**config.mk**
```make
export PLATFORM = sky130hd
export DESIGN_NAME = source_text_tokenizer
export DESIGN_NICKNAME = d
export VERILOG_FILES = /design/src/hw/rtl/stt_pkg.sv /design/src/hw/rtl/source_text_tokenizer.sv /design/src/hw/rtl/stt_scan.sv /design/src/hw/rtl/stt_outq.sv
export SDC_FILE = /design/constraint.sdc
export NUM_CORES = 1
export LEC_CHECK = 0
export ABC_AREA = 0
export BUFFER_PORTS_ARGS = -buffer_cell sky130_fd_sc_hd__buf_2
export CAP_MARGIN = 15
export CELL_PAD_IN_SITES_DETAIL_PLACEMENT = 0
export CELL_PAD_IN_SITES_GLOBAL_PLACEMENT = 1
export CORE_MARGIN = 10
export CORE_UTILIZATION = 39
export DETAILED_ROUTE_END_ITERATION = 7
export MAX_ROUTING_LAYER = met4
export PLACE_DENSITY = 0.75
export REMOVE_ABC_BUFFERS = 1
export SLEW_MARGIN = 0
export SYNTH_ARGS = -nofsm -noshare
export SYNTH_HDL_FRONTEND = slang
export SYNTH_SLANG_ARGS = --single-unit
```
**constraint.sdc**
```tcl
create_clock -name clk_i -period 10.2 [get_ports clk_i]
set_clock_uncertainty 0.2 [all_clocks]
set_input_delay 2.04 -clock clk_i [delete_from_list [all_inputs] [get_ports clk_i]]
set_output_delay 2.04 -clock clk_i [all_outputs]
set_load 0.02 [all_outputs]
```
**src/hw/rtl/stt_pkg.sv**
```systemverilog
// Package: token kinds, scanner modes, payload types and character class helpers.
`default_nettype none
package stt_pkg;

  localparam int unsigned MaxCommentDepth = 15;
  localparam int unsigned PositionBits    = 16;
  localparam int unsigned LenBits         = 16;

  typedef enum logic [5:0] {
    M_IDLE   = 6'd0,  M_IDENT  = 6'd1,  M_ZERO   = 6'd2,
    M_PRE_B  = 6'd3,  M_PRE_C  = 6'd4,  M_PRE_D  = 6'd5,  M_PRE_X  = 6'd6,
    M_NUM_B  = 6'd7,  M_NUM_C  = 6'd8,  M_NUM_D  = 6'd9,  M_NUM_X  = 6'd10,
    M_LINE   = 6'd11, M_BLOCK  = 6'd12, M_TILDE  = 6'd13, M_EXCLM  = 6'd14,
    M_QUEST  = 6'd15, M_AMPER  = 6'd16, M_PIPE   = 6'd17, M_CARET  = 6'd18,
    M_EQUAL  = 6'd19, M_LESS   = 6'd20, M_LESS2  = 6'd21, M_GREAT  = 6'd22,
    M_GREAT2 = 6'd23, M_PLUS   = 6'd24, M_MINUS  = 6'd25, M_STAR   = 6'd26,
    M_SLASH  = 6'd27, M_PERC   = 6'd28, M_DOT    = 6'd29, M_DOT2   = 6'd30,
    M_COLON  = 6'd31, M_SEMIC  = 6'd32, M_HASH   = 6'd33
  } mode_e;

  localparam logic [6:0] K_EOF     = 7'd0;
  localparam logic [6:0] K_INVALID = 7'd1;
  localparam logic [6:0] K_IDENT   = 7'd2;
  localparam logic [6:0] K_INTEGER = 7'd3;
  localparam logic [6:0] K_COMMENT = 7'd4;

  localparam logic [1:0] PEND_NONE  = 2'd0;
  localparam logic [1:0] PEND_STAR  = 2'd1;
  localparam logic [1:0] PEND_SLASH = 2'd2;

  typedef struct packed {
    logic [7:0] character;
    logic       end_of_input;
  } in_word_t;

  typedef struct packed {
    logic [6:0]  token_kind;
    logic [4:0]  radix;
    logic [15:0] token_length;
    logic [15:0] start_line;
    logic [15:0] start_column;
    logic        last_of_run;
  } out_word_t;

  // Up to two tokens produced by a single character.
  typedef struct packed {
    logic      first_vld;
    out_word_t first;
    logic      second_vld;
    out_word_t second;
  } tok_pair_t;

  function automatic logic is_dig(input logic [7:0] c);
    return c >= "0" && c <= "9";
  endfunction

  function automatic logic is_alpha(input logic [7:0] c);
    return (c >= "a" && c <= "z") || (c >= "A" && c <= "Z");
  endfunction

  function automatic logic is_space(input logic [7:0] c);
    return c == 8'd32 || (c >= 8'd9 && c <= 8'd13);
  endfunction

  function automatic logic [4:0] radix_of(input logic [1:0] idx);
    case (idx)
      2'd0:    return 5'd2;
      2'd1:    return 5'd8;
      2'd2:    return 5'd10;
      default: return 5'd16;
    endcase
  endfunction

  function automatic logic digit_ok(input logic [1:0] idx, input logic [7:0] c);
    if (c == "_") return 1'b1;
    case (idx)
      2'd0:    return c == "0" || c == "1";
      2'd1:    return c >= "0" && c <= "7";
      2'd2:    return is_dig(c);
      default: return is_dig(c) || (c >= "a" && c <= "f") || (c >= "A" && c <= "F");
    endcase
  endfunction

  function automatic logic [6:0] short_kind(input mode_e m);
    case (m)
      M_TILDE:  return 7'd12;
      M_EXCLM:  return 7'd15;
      M_QUEST:  return 7'd19;
      M_AMPER:  return 7'd22;
      M_PIPE:   return 7'd25;
      M_CARET:  return 7'd27;
      M_EQUAL:  return 7'd30;
      M_LESS:   return 7'd35;
      M_LESS2:  return 7'd33;
      M_GREAT:  return 7'd39;
      M_GREAT2: return 7'd38;
      M_PLUS:   return 7'd42;
      M_MINUS:  return 7'd46;
      M_STAR:   return 7'd49;
      M_SLASH:  return 7'd51;
      M_PERC:   return 7'd53;
      M_DOT:    return 7'd56;
      M_DOT2:   return 7'd55;
      M_COLON:  return 7'd59;
      M_SEMIC:  return 7'd61;
      M_HASH:   return 7'd64;
      default:  return K_INVALID;
    endcase
  endfunction

  function automatic mode_e punct_mode(input logic [7:0] c);
    case (c)
      "~":     return M_TILDE;
      "!":     return M_EXCLM;
      "?":     return M_QUEST;
      "&":     return M_AMPER;
      "|":     return M_PIPE;
      "^":     return M_CARET;
      "=":     return M_EQUAL;
      "<":     return M_LESS;
      ">":     return M_GREAT;
      "+":     return M_PLUS;
      "-":     return M_MINUS;
      "*":     return M_STAR;
      "/":     return M_SLASH;
      "%":     return M_PERC;
      ".":     return M_DOT;
      ":":     return M_COLON;
      ";":     return M_SEMIC;
      "#":     return M_HASH;
      default: return M_IDLE;
    endcase
  endfunction

  function automatic logic [6:0] single_kind(input logic [7:0] c);
    case (c)
      "(":     return 7'd5;
      ")":     return 7'd6;
      "[":     return 7'd7;
      "]":     return 7'd8;
      "{":     return 7'd9;
      "}":     return 7'd10;
      ",":     return 7'd62;
      "@":     return 7'd65;
      default: return K_INVALID;
    endcase
  endfunction

  // Two-character extension: kind of the finished token (0 for none).
  function automatic logic [6:0] ext_kind(input mode_e m, input logic [7:0] c);
    case (m)
      M_TILDE:  return c == "=" ? 7'd11 : 7'd0;
      M_EXCLM:  return c == "=" ? 7'd13 : (c == "!" ? 7'd14 : 7'd0);
      M_QUEST:  return c == "=" ? 7'd16 : (c == "?" ? 7'd17 : (c == "." ? 7'd18 : 7'd0));
      M_AMPER:  return c == "=" ? 7'd20 : (c == "&" ? 7'd21 : 7'd0);
      M_PIPE:   return c == "=" ? 7'd23 : (c == "|" ? 7'd24 : 7'd0);
      M_CARET:  return c == "=" ? 7'd26 : 7'd0;
      M_EQUAL:  return c == "=" ? 7'd28 : (c == ">" ? 7'd29 : 7'd0);
      M_LESS:   return c == "=" ? 7'd31 : (c == "-" ? 7'd34 : 7'd0);
      M_LESS2:  return c == "=" ? 7'd32 : 7'd0;
      M_GREAT:  return c == "=" ? 7'd36 : 7'd0;
      M_GREAT2: return c == "=" ? 7'd37 : 7'd0;
      M_PLUS:   return c == "=" ? 7'd40 : (c == "+" ? 7'd41 : 7'd0);
      M_MINUS:  return c == "=" ? 7'd43 : (c == "-" ? 7'd44 : (c == ">" ? 7'd45 : 7'd0));
      M_STAR:   return c == "=" ? 7'd47 : (c == "*" ? 7'd48 : 7'd0);
      M_SLASH:  return c == "=" ? 7'd50 : 7'd0;
      M_PERC:   return c == "=" ? 7'd52 : 7'd0;
      M_DOT2:   return c == "." ? 7'd54 : 7'd0;
      M_COLON:  return c == "=" ? 7'd57 : (c == ":" ? 7'd58 : 7'd0);
      M_SEMIC:  return c == ";" ? 7'd60 : 7'd0;
      M_HASH:   return c == "#" ? 7'd63 : 7'd0;
      default:  return 7'd0;
    endcase
  endfunction

  // Extension that moves to another mode rather than finishing.
  function automatic mode_e ext_go(input mode_e m, input logic [7:0] c);
    case (m)
      M_LESS:  return c == "<" ? M_LESS2 : M_IDLE;
      M_GREAT: return c == ">" ? M_GREAT2 : M_IDLE;
      M_SLASH: return c == "/" ? M_LINE : (c == "*" ? M_BLOCK : M_IDLE);
      M_DOT:   return c == "." ? M_DOT2 : M_IDLE;
      default: return M_IDLE;
    endcase
  endfunction

endpackage
`default_nettype wire

```
**src/hw/rtl/source_text_tokenizer.sv**
```systemverilog
// Top level: streaming maximal-munch source tokenizer.
// Output: each token is written into the output queue and leaves from its registers.
// Throughput: one character word per cycle while the queue has room for two tokens;
//   a word may yield two tokens, and the four-entry output queue absorbs such bursts.
// Reset: rst_ni clears scanner mode, lexeme length and queue; line and column
//   return to one.
`default_nettype none
module source_text_tokenizer #(
  parameter int unsigned MaxCommentDepth = stt_pkg::MaxCommentDepth,
  parameter int unsigned PositionBits    = stt_pkg::PositionBits
) (
  input  wire logic           clk_i,
  input  wire logic           rst_ni,
  input  wire logic           in_valid_i,
  output logic                in_ready_o,
  input  stt_pkg::in_word_t   in_data_i,
  output logic                out_valid_o,
  input  wire logic           out_ready_i,
  output stt_pkg::out_word_t  out_data_o
);
  import stt_pkg::*;

  logic      step;
  logic      space;
  tok_pair_t toks;

  // Accept a word whenever the queue can take both possible tokens.
  assign in_ready_o = space;
  assign step       = in_valid_i && in_ready_o;

  stt_scan #(
    .MaxDepth (MaxCommentDepth),
    .PosBits  (PositionBits)
  ) u_scan (
    .clk_i  (clk_i),
    .rst_ni (rst_ni),
    .step_i (step),
    .word_i (in_data_i),
    .toks_o (toks)
  );

  stt_outq u_outq (
    .clk_i   (clk_i),
    .rst_ni  (rst_ni),
    .push_i  (step),
    .toks_i  (toks),
    .space_o (space),
    .valid_o (out_valid_o),
    .ready_i (out_ready_i),
    .word_o  (out_data_o)
  );

`ifndef NO_ASSERTIONS
  a_eof_marks_last: assert property (@(posedge clk_i) disable iff (!rst_ni)
    out_valid_o && out_data_o.token_kind == K_EOF |-> out_data_o.last_of_run)
    else $error("eof token not last");
  a_eof_len: assert property (@(posedge clk_i) disable iff (!rst_ni)
    out_valid_o && out_data_o.token_kind == K_EOF |-> out_data_o.token_length == '0)
    else $error("eof token with length");
  a_eoi_emits: assert property (@(posedge clk_i) disable iff (!rst_ni)
    step && in_data_i.end_of_input |=> out_valid_o) else $error("end of input lost");
`endif

endmodule
`default_nettype wire

```
**src/hw/rtl/stt_scan.sv**
```systemverilog
// Scanner core: per-character state transition and token build.
`default_nettype none
module stt_scan #(
  parameter int unsigned MaxDepth = stt_pkg::MaxCommentDepth,
  parameter int unsigned PosBits  = stt_pkg::PositionBits
) (
  input  wire logic              clk_i,
  input  wire logic              rst_ni,
  input  wire logic              step_i,
  input  stt_pkg::in_word_t      word_i,
  output stt_pkg::tok_pair_t     toks_o
);
  import stt_pkg::*;

  localparam int unsigned DepthBits = $clog2(MaxDepth + 1);
  localparam logic [PosBits-1:0] PosMax = {PosBits{1'b1}};
  localparam logic [DepthBits-1:0] DepthMax = DepthBits'(MaxDepth);

  mode_e                mode_q, mode_d;
  logic [DepthBits-1:0] depth_q, depth_d;
  logic [1:0]           pend_q, pend_d;
  logic [LenBits-1:0]   len_q, len_d;
  logic [PosBits-1:0]   line_q, line_d, col_q, col_d, tline_q, tline_d, tcol_q, tcol_d;

  logic [LenBits-1:0] len_inc;
  logic [7:0]         c, lc;
  logic               eoi;
  logic [6:0]         ek;
  mode_e              eg;
  logic               cont;
  logic               fl_vld, st_vld;
  logic [6:0]         fl_kind, st_kind;
  logic [4:0]         fl_radix;
  logic [LenBits-1:0] fl_len;

  always_comb begin
    c       = word_i.character;
    eoi     = word_i.end_of_input;
    lc      = (c >= "A" && c <= "Z") ? c + 8'd32 : c;
    len_inc = (len_q == {LenBits{1'b1}}) ? len_q : len_q + LenBits'(1);
    ek      = ext_kind(mode_q, c);
    eg      = ext_go(mode_q, c);
  end

  // Flush kind of the token pending in the current mode.
  always_comb begin
    fl_vld   = 1'b1;
    fl_radix = 5'd0;
    fl_kind  = K_INVALID;
    case (mode_q)
      M_IDLE:  fl_vld = 1'b0;
      M_IDENT: fl_kind = K_IDENT;
      M_ZERO: begin
        fl_kind  = K_INTEGER;
        fl_radix = 5'd10;
      end
      M_PRE_B, M_PRE_C, M_PRE_D, M_PRE_X: fl_kind = K_INVALID;
      M_NUM_B, M_NUM_C, M_NUM_D, M_NUM_X: begin
        fl_kind  = K_INTEGER;
        fl_radix = radix_of(2'(mode_q - M_NUM_B));
      end
      M_LINE, M_BLOCK: fl_kind = K_COMMENT;
      default: fl_kind = short_kind(mode_q);
    endcase
  end

  always_comb begin
    mode_d   = mode_q;
    depth_d  = depth_q;
    pend_d   = pend_q;
    len_d    = len_q;
    tline_d  = tline_q;
    tcol_d   = tcol_q;
    line_d   = line_q;
    col_d    = col_q;
    toks_o   = '0;
    cont     = 1'b0;
    fl_len   = len_q;
    st_vld   = 1'b0;
    st_kind  = K_INVALID;

    if (eoi) begin
      toks_o.first_vld  = fl_vld;
      toks_o.first      = '{fl_kind, fl_radix, len_q, 16'(tline_q), 16'(tcol_q), 1'b0};
      toks_o.second_vld = 1'b1;
      toks_o.second     = '{K_EOF, 5'd0, 16'd0, 16'(line_q), 16'(col_q), 1'b0};
      mode_d  = M_IDLE;
      depth_d = '0;
      pend_d  = PEND_NONE;
      len_d   = '0;
    end else begin
      // Continue the current token where the character allows it.
      case (mode_q)
        M_IDLE: ;
        M_IDENT: if (is_alpha(c) || is_dig(c) || c == "_") begin
          cont  = 1'b1;
          len_d = len_inc;
        end
        M_ZERO: begin
          if (lc == "b" || lc == "c" || lc == "d" || lc == "x") begin
            cont   = 1'b1;
            len_d  = len_inc;
            mode_d = lc == "b" ? M_PRE_B : lc == "c" ? M_PRE_C :
                     lc == "d" ? M_PRE_D : M_PRE_X;
          end else if (is_dig(c) || c == "_") begin
            cont   = 1'b1;
            len_d  = len_inc;
            mode_d = M_NUM_D;
          end
        end
        M_PRE_B, M_PRE_C, M_PRE_D, M_PRE_X,
        M_NUM_B, M_NUM_C, M_NUM_D, M_NUM_X: begin
          if (digit_ok(2'(mode_q - M_PRE_B), c)) begin
            cont   = 1'b1;
            len_d  = len_inc;
            mode_d = mode_e'(6'(M_NUM_B) + 6'(2'(mode_q - M_PRE_B)));
          end
        end
        M_LINE: begin
          cont  = 1'b1;
          len_d = len_inc;
          if (c == 8'd10) begin
            toks_o.first_vld = 1'b1;
            toks_o.first     = '{K_COMMENT, 5'd0, len_inc, 16'(tline_q), 16'(tcol_q), 1'b0};
            mode_d = M_IDLE;
            len_d  = '0;
          end
        end
        M_BLOCK: begin
          cont  = 1'b1;
          len_d = len_inc;
          if (pend_q == PEND_STAR && c == "/") begin
            pend_d = PEND_NONE;
            if (depth_q <= DepthBits'(1)) begin
              toks_o.first_vld = 1'b1;
              toks_o.first     = '{K_COMMENT, 5'd0, len_inc, 16'(tline_q), 16'(tcol_q), 1'b0};
              mode_d  = M_IDLE;
              depth_d = '0;
              len_d   = '0;
            end else begin
              depth_d = depth_q - DepthBits'(1);
            end
          end else if (pend_q == PEND_SLASH && c == "*") begin
            pend_d = PEND_NONE;
            if (depth_q < DepthMax) depth_d = depth_q + DepthBits'(1);
          end else begin
            pend_d = c == "*" ? PEND_STAR : (c == "/" ? PEND_SLASH : PEND_NONE);
          end
        end
        default: begin
          if (eg != M_IDLE) begin
            cont   = 1'b1;
            len_d  = len_inc;
            mode_d = eg;
            if (eg == M_BLOCK) begin
              depth_d = DepthBits'(1);
              pend_d  = PEND_NONE;
            end
          end else if (ek != 7'd0) begin
            cont             = 1'b1;
            toks_o.first_vld = 1'b1;
            toks_o.first     = '{ek, 5'd0, len_inc, 16'(tline_q), 16'(tcol_q), 1'b0};
            mode_d = M_IDLE;
            len_d  = '0;
          end
        end
      endcase

      if (!cont) begin
        // Flush the pending token, then start a new one with this character unless it is white space.
        toks_o.first_vld = fl_vld;
        toks_o.first     = '{fl_kind, fl_radix, fl_len, 16'(tline_q), 16'(tcol_q), 1'b0};
        mode_d  = M_IDLE;
        depth_d = '0;
        pend_d  = PEND_NONE;
        len_d   = '0;
        if (!is_space(c)) begin
          tline_d  = line_q;
          tcol_d   = col_q;
          len_d    = LenBits'(1);
          if (c == "0") mode_d = M_ZERO;
          else if (is_dig(c)) mode_d = M_NUM_D;
          else if (is_alpha(c) || c == "_" || c == "$") mode_d = M_IDENT;
          else if (punct_mode(c) != M_IDLE) mode_d = punct_mode(c);
          else begin
            st_vld  = 1'b1;
            st_kind = single_kind(c);
            mode_d  = M_IDLE;
            len_d   = '0;
          end
        end
        toks_o.second_vld = st_vld;
        toks_o.second     = '{st_kind, 5'd0, 16'd1, 16'(line_q), 16'(col_q), 1'b0};
      end

      if (c == 8'd10) begin
        if (line_q != PosMax) line_d = line_q + PosBits'(1);
        col_d = PosBits'(1);
      end else if (col_q != PosMax) begin
        col_d = col_q + PosBits'(1);
      end
    end
  end

  always_ff @(posedge clk_i or negedge rst_ni) begin
    if (!rst_ni) begin
      mode_q  <= M_IDLE;
      depth_q <= '0;
      pend_q  <= PEND_NONE;
      len_q   <= '0;
      line_q  <= PosBits'(1);
      col_q   <= PosBits'(1);
      tline_q <= PosBits'(1);
      tcol_q  <= PosBits'(1);
    end else if (step_i) begin
      mode_q  <= mode_d;
      depth_q <= depth_d;
      pend_q  <= pend_d;
      len_q   <= len_d;
      line_q  <= line_d;
      col_q   <= col_d;
      tline_q <= tline_d;
      tcol_q  <= tcol_d;
    end
  end

`ifndef NO_ASSERTIONS
  a_depth_zero_outside: assert property (@(posedge clk_i) disable iff (!rst_ni)
    mode_q != M_BLOCK |-> depth_q == '0) else $error("comment depth left set");
  a_block_depth: assert property (@(posedge clk_i) disable iff (!rst_ni)
    mode_q == M_BLOCK |-> depth_q != '0) else $error("block comment at depth zero");
  a_idle_len: assert property (@(posedge clk_i) disable iff (!rst_ni)
    mode_q == M_IDLE |-> len_q == '0) else $error("idle with lexeme length");
  a_line_col: assert property (@(posedge clk_i) disable iff (!rst_ni)
    line_q != '0 && col_q != '0) else $error("position reached zero");
`endif

endmodule
`default_nettype wire

```
**src/hw/rtl/stt_outq.sv**
```systemverilog
// Output queue: holds up to four token words and drains them one per cycle while ready_i is high.
`default_nettype none
module stt_outq (
  input  wire logic            clk_i,
  input  wire logic            rst_ni,
  input  wire logic            push_i,
  input  stt_pkg::tok_pair_t   toks_i,
  output logic                 space_o,
  output logic                 valid_o,
  input  wire logic            ready_i,
  output stt_pkg::out_word_t   word_o
);
  import stt_pkg::*;

  out_word_t  slot_q [4];
  logic [1:0] rd_q, wr_q;
  logic [2:0] cnt_q, cnt_d;
  logic       pop;
  logic [1:0] n_push;
  out_word_t  a, b;

  always_comb begin
    valid_o = cnt_q != 3'd0;
    pop     = valid_o && ready_i;
    word_o  = slot_q[rd_q];
    space_o = cnt_q <= 3'd2;
    a = toks_i.first;
    b = toks_i.second;
    a.last_of_run = !toks_i.second_vld;
    b.last_of_run = 1'b1;
    n_push = push_i ? 2'(toks_i.first_vld) + 2'(toks_i.second_vld) : 2'd0;
    cnt_d  = cnt_q + 3'(n_push) - 3'(pop);
  end

  always_ff @(posedge clk_i) begin
    if (push_i) begin
      if (toks_i.first_vld) slot_q[wr_q] <= a;
      if (toks_i.second_vld) slot_q[wr_q + 2'(toks_i.first_vld)] <= b;
    end
  end

  always_ff @(posedge clk_i or negedge rst_ni) begin
    if (!rst_ni) begin
      rd_q  <= '0;
      wr_q  <= '0;
      cnt_q <= '0;
    end else begin
      rd_q  <= rd_q + 2'(pop);
      wr_q  <= wr_q + n_push;
      cnt_q <= cnt_d;
    end
  end

`ifndef NO_ASSERTIONS
  a_no_overflow: assert property (@(posedge clk_i) disable iff (!rst_ni)
    cnt_q <= 3'd4) else $error("output queue overflow");
  a_ptr_gap: assert property (@(posedge clk_i) disable iff (!rst_ni)
    2'(wr_q - rd_q) == cnt_q[1:0]) else $error("queue pointers disagree with count");
  a_push_room: assert property (@(posedge clk_i) disable iff (!rst_ni)
    push_i |-> space_o) else $error("push without room");
`endif

endmodule
`default_nettype wire
```
After elaboration in Yosys (flattened, before gate mapping)
Memory sizes are Yosys's and may differ from the RTL's.
Index checks and enable logic that the tools add are counted.
W data, S select, Z words.
{ "totals": {"reg_bits": 99, "latch_bits": 0, "ram_bits": 244, "mem_bits_ro": 448, "input_bits": 13, "elab_cells": 337, "memories": 2} }
{ "memory_table": {"columns": ["memory", "depth", "word_bits", "read_ports", "rd_clocked_by_memory_dff", "write_ports", "line_no", "source"], "rows": [
  ["(name not given)", 64, 7, 1, 0, 0, "stt_pkg.sv:85", "case (m)"],
  ["u_outq.slot_q", 4, 61, 1, 0, 2, "stt_outq.sv:15", "out_word_t slot_q [4];"]
]} }
{ "classes": {"add_sub_neg": 15, "n_mul": 0, "n_div": 0, "n_lt_le_gt_ge": 14, "eq_ne": 94, "shift": 0, "mux": 150, "n_bitwise": 3, "reduce_logical": 48} }
{ "ops": {"columns": ["operator", "n"], "rows": [
  ["$mux W62", 5],
  ["$mux W16", 18],
  ["$mux W124", 2],
  ["$mux W6", 37],
  ["$pmux W62 S3", 1],
  ["$eq A8 B6 Y1 const B", 22],
  ["$pmux W7 S20", 1],
  ["$mux W7", 17],
  ["$pmux W6 S18", 1],
  ["$eq A8 B7 Y1 const B", 13],
  ["$eq A6 B5 Y1 const B", 16],
  ["$pmux W16 S6", 1],
  ["$pmux W7 S8", 1],
  ["$eq A6 B4 Y1 const B", 9],
  ["$add A16 B1 Y16 const B", 3],
  ["$mux W4", 11],
  ["$mux W5", 8],
  ["$le A8 B7 Y1 const B", 4],
  ["$ne A16 B16 Y1 const B", 2],
  ["$pmux W6 S5", 1],
  ["$ne A4 B3 Y1 const B", 7],
  ["$pmux W7 S4", 1],
  ["$mux W1", 27],
  ["$eq A6 B3 Y1 const B", 4],
  ["58 further kinds", 112]
]} }

Depth between registers and ports, before layout
{ "logic_depth": {"word_depth": 25, "depth_mapped": 25, "mapped_depth_nobuf": 17} }

Hierarchy
Synthesis repeated with hierarchy kept, for this count alone.
{ "hier_totals": {"cells_unflattened": 1983, "hier_area_um2": 21680.8} }
{ "by_module_without_submodules": {"columns": ["module", "n_inst", "cells_per_inst", "area_per_inst_um2", "seq_area_each_um2"], "rows": [
  ["stt_outq", 1, 969, 13390.3, 7462.2],
  ["stt_scan", 1, 1013, 8284.2, 2307.2],
  ["source_text_tokenizer", 1, 1, 6.3, 0.0]
]} }

Worst setup path before layout
No wires, ideal clock.
{ "synth_path": {"kind": "input to register", "start": "input port in_data_i[5] (netlist name)", "end": "memory u_outq.slot_q[0][10] (netlist name) (enable)", "setup_time_ns": 0.398, "arrival_ns": 6.959, "t_required_ns": 9.602, "setup_slack_ns": 2.643, "path_stages": 21, "path_buffers": 8, "path_cell_list": "buf_6 -> or4b_1 -> buf_2 -> or4_4 -> o22ai_2 -> or4_1 -> nor3_2 -> and3_1 -> buf_4 -> a21oi_4 -> buf_6 -> buf_6 -> buf_2 -> a21oi_1 -> ha_1 -> nand2b_1 -> or2_1 -> or3_1 -> clkbuf_1 -> clkbuf_1 -> nand2_1"} }
{ "synth_rtl": {"columns": ["element", "line_no", "source"], "rows": [
  ["start: declaration", "source_text_tokenizer.sv:16", "input stt_pkg::in_word_t in_data_i,"],
  ["end: declaration", "stt_outq.sv:15", null]
]} }

==> impl_metrics.tcl <==
set metrics [dict create \
    critPathRequiredTime_ps 10380 \
    wl_per_cell_um 23.5 \
    grt_pass1_vias 14000 \
    max_freq_mhz 128 \
    drive_gt1_share_pct 18.7 \
    core_area_um2 47400 \
    drt_iter0_markers 1311 \
    wirelength_mm 54.7 \
    num_rows 80 \
    arrival_ps 7980 \
    clock-sinks 335 \
    grt_pass1_wl_mm 85.9 \
    gp_congestion 0.941 \
    post-route-util_pct 43.1 \
    overflow 0 \
    path_cells "buf_2 > or4_4 > o22ai_1 > a21o_1 > a21oi_1 > nor4b_2 > a21oi_1 > nor2_1 > a21oi_1 > ha_1 > nand2b_1 > or2_1 > or3_1 > and2_2 > a22o_1" \
    fin_ws_ps 2400 \
    synthArstFlopShare_pct 29.6 \
    ys_seq_area_share_pct 47.3 \
    port_buffers 73 \
    ys_ff_latch 335 \
    final_hold_viol_count 0 \
    drtPass1Iterations 5 \
    period_share_pct 76.5 \
    antenna_found_initial 2 \
    critical_path.max_stage_delay_ps 930 \
    yosys_warnings 0 \
    crit_type "primary input to register" \
    clk_pin_slew_ps 60 \
    start_kind "primary input" \
    cts_root_buf "clkbuf_16" \
    insertion_delay_ps 530 \
    ir_worst_vdd_mv 0.134 \
    die-area_um2 56900 \
    stdcell_count 2322 \
    synth_ff_type "edfxtp_1" \
    crit_fanout 34 \
    post_cts_resize_count 0 \
    syn2layout_area_growth_pct 9.74 \
    die-width_um 239 \
    dpl.hpwl_mm 35.9 \
    synth-edff-count 160 \
    fillers 4496 \
    p_per_area_nw_per_um2 284 \
    holdCritPathClass "register to register" \
    grt_util_all_layers_pct 19.5 \
    cts_tree "done" \
    hold_buffers 0 \
    synth.avg_cell_area_um2 10.9 \
    die_h_um 239 \
    dp_cells 2257 \
    cap_viol_max_count 0 \
    initial_core_util_pct 39.3 \
    rsz0062_at_grt "no" \
    pre_cts_ws_ps 1920 \
    final_nets 1717 \
    netlist_instances 1702 \
    slew_viol_final 0 \
    slew_headroom_pct 23.0 \
    critPathSlowestCell "and2_2" \
    htreeDepth 2 \
    period_needed_ps 7800 \
    vias 14400 \
    cts_buffer_depth 3 \
    endpoint_kind "register" \
    syn_area_um2 18600 \
    p_leak_nw 7.51 \
    setup_violations 0 \
    grt_max_degree 52 \
    ant_nets 0 \
    io_pins 76 \
    path_common_cell "a21oi_1" \
    cts_made_buffers 35 \
    post-cts-setup-buffers 0 \
    max_slew.worst_pin.slew_ps 1150 \
    post-route-drc-count 0 \
    vias_per_cell 6.22 \
    yosysUniqueCellTypes 105 \
    outcome "finished clean" \
]
==> metal layers <==
metal	GRT usage (%)	vias to the layer above	part of all wire (%)
met2	30.4	509	47
met4	5.15	0	2.0
met5	-	-	0
met1	26.6	7317	45
met3	2.37	81	6.1
li1	-	6536	-
==> per-stage QoR <==
stage | hold WS [ps] | instance area [um2] | power [mW] | setup TNS (ps)
floorplan | 228 | 17800 | 3.63 | -12920
global placement | 239 | 19300 | 4.56 | 0
detailed placement | 245 | 19300 | 4.60 | 0
CTS | 254 | 20400 | 5.84 | 0
global route | 263 | 20400 | 6.12 | 0
finish | 254 | 20400 | 5.80 | 0
==> logic make-up (layout without fill, tap and decap cells) <==
group | count (synthesis) | count (layout) | share of synthesized area (%)
AO/OA/AOI/OAI | 528 | 528 | 20.4
XOR/XNOR | 37 | 37 | 1.74
adder cells (fa/ha/maj) | 24 | 24 | 1.65
buffers and inverters | 194 | 197 | 4.87
flip-flops | 335 | 335 | 47.3
multiplexers | 112 | 112 | 10.2
other | 1 | 3 | 0.0201
AND/OR/NAND/NOR | 471 | 471 | 13.8
==> registers in the layout, summed over array words and instances (netlist names), 3 cells and up <==
name            cells
u_outq.cnt_q        3
u_outq.slot_q     236
u_scan.col_q       16
u_scan.depth_q      4
u_scan.fl_len      16
u_scan.line_q      16
u_scan.mode_q       6
u_scan.tcol_q      16
u_scan.tline_q     16
==> path summary, 6_finish.rpt <==
| kind | start | to | slack, ps | cells after the start |
|---|---|---|---|---|
| min reg2reg | u_outq.slot_q[3][45] | u_outq.slot_q[3][45] | 250 | 2 |
| max | in_data_i[2] | u_outq.slot_q[0][16] | 2400 | 15 |
| min | u_outq.slot_q[3][45] | u_outq.slot_q[3][45] | 250 | 2 |
| max reg2reg | u_scan.mode_q[0] | u_outq.slot_q[0][16] | 2740 | 15 |
| max in group asynchronous | rst_ni | u_scan.fl_len[0] | 7280 | 2 |
| min in group asynchronous | rst_ni | u_scan.line_q[8] | 1350 | 1 |
==> area by class of cell <==
cell class	instances	area, um2	share of cell area [%]
timing repair buffer	108	651	3.18
antenna	1	2.50	0.0122
multi-input combinational	1174	9010	44.1
sequential	335	8820	43.1
clock buffer	49	980	4.79
clock inverter	14	121	0.594
tap	615	769	3.76
inverter	26	97.6	0.477
==> where the power goes <==
group	internal (mW)	leakage [nW]	total (mW)	switching, mW
logic	0.884	3.52	2.57	1.68
registers	1.79	3.46	2.00	0.211
clock network	0.705	0.539	1.23	0.529
total	3.38	7.51	5.80	2.43
==> cells in the final DEF, fill, tap and decap left out, drive strengths merged, types with 17 or more instances in the layout <==
master     n
edfxtp   160
a22o     142
nand2    111
buf      108
a21oi     99
o21ai     96
dfrtp     95
nor2      91
dfxtp     76
mux4      59
nand3     55
clkbuf    49
mux2      39
nor3      33
inv       30
and3      25
nand4     23
ha        23
o22ai     22
a21o      21
o2bb2ai   21
xor2      20
xnor2     17
a22oi     17
==> worst max-delay path: cells and delay by family <==
kind | cells | cell delay (ps)
simple gates | 7 | 4020
compound gates | 6 | 1210
fa+ha+maj | 1 | 400
buf+inv | 1 | 290
==> synthesized netlist by cell type, types with 23 or more instances <==
cell	instances	area, um2
dfrtp_1	95	2380
a22o_1	142	1240
a21oi_1	98	490
nand4_1	23	144
buf_2	37	185
inv_1	25	93.8
mux4_2	59	1330
o21ai_0	92	460
nand3_1	55	275
nor2_1	90	338
nand2_1	108	405
edfxtp_1	160	4800
and3_1	25	156
nor3_1	31	155
mux2_2	39	439
dfxtp_1	76	1520
ha_1	23	288
clkbuf_1	87	327
Note: power is estimated with default switching activity, not from simulation.
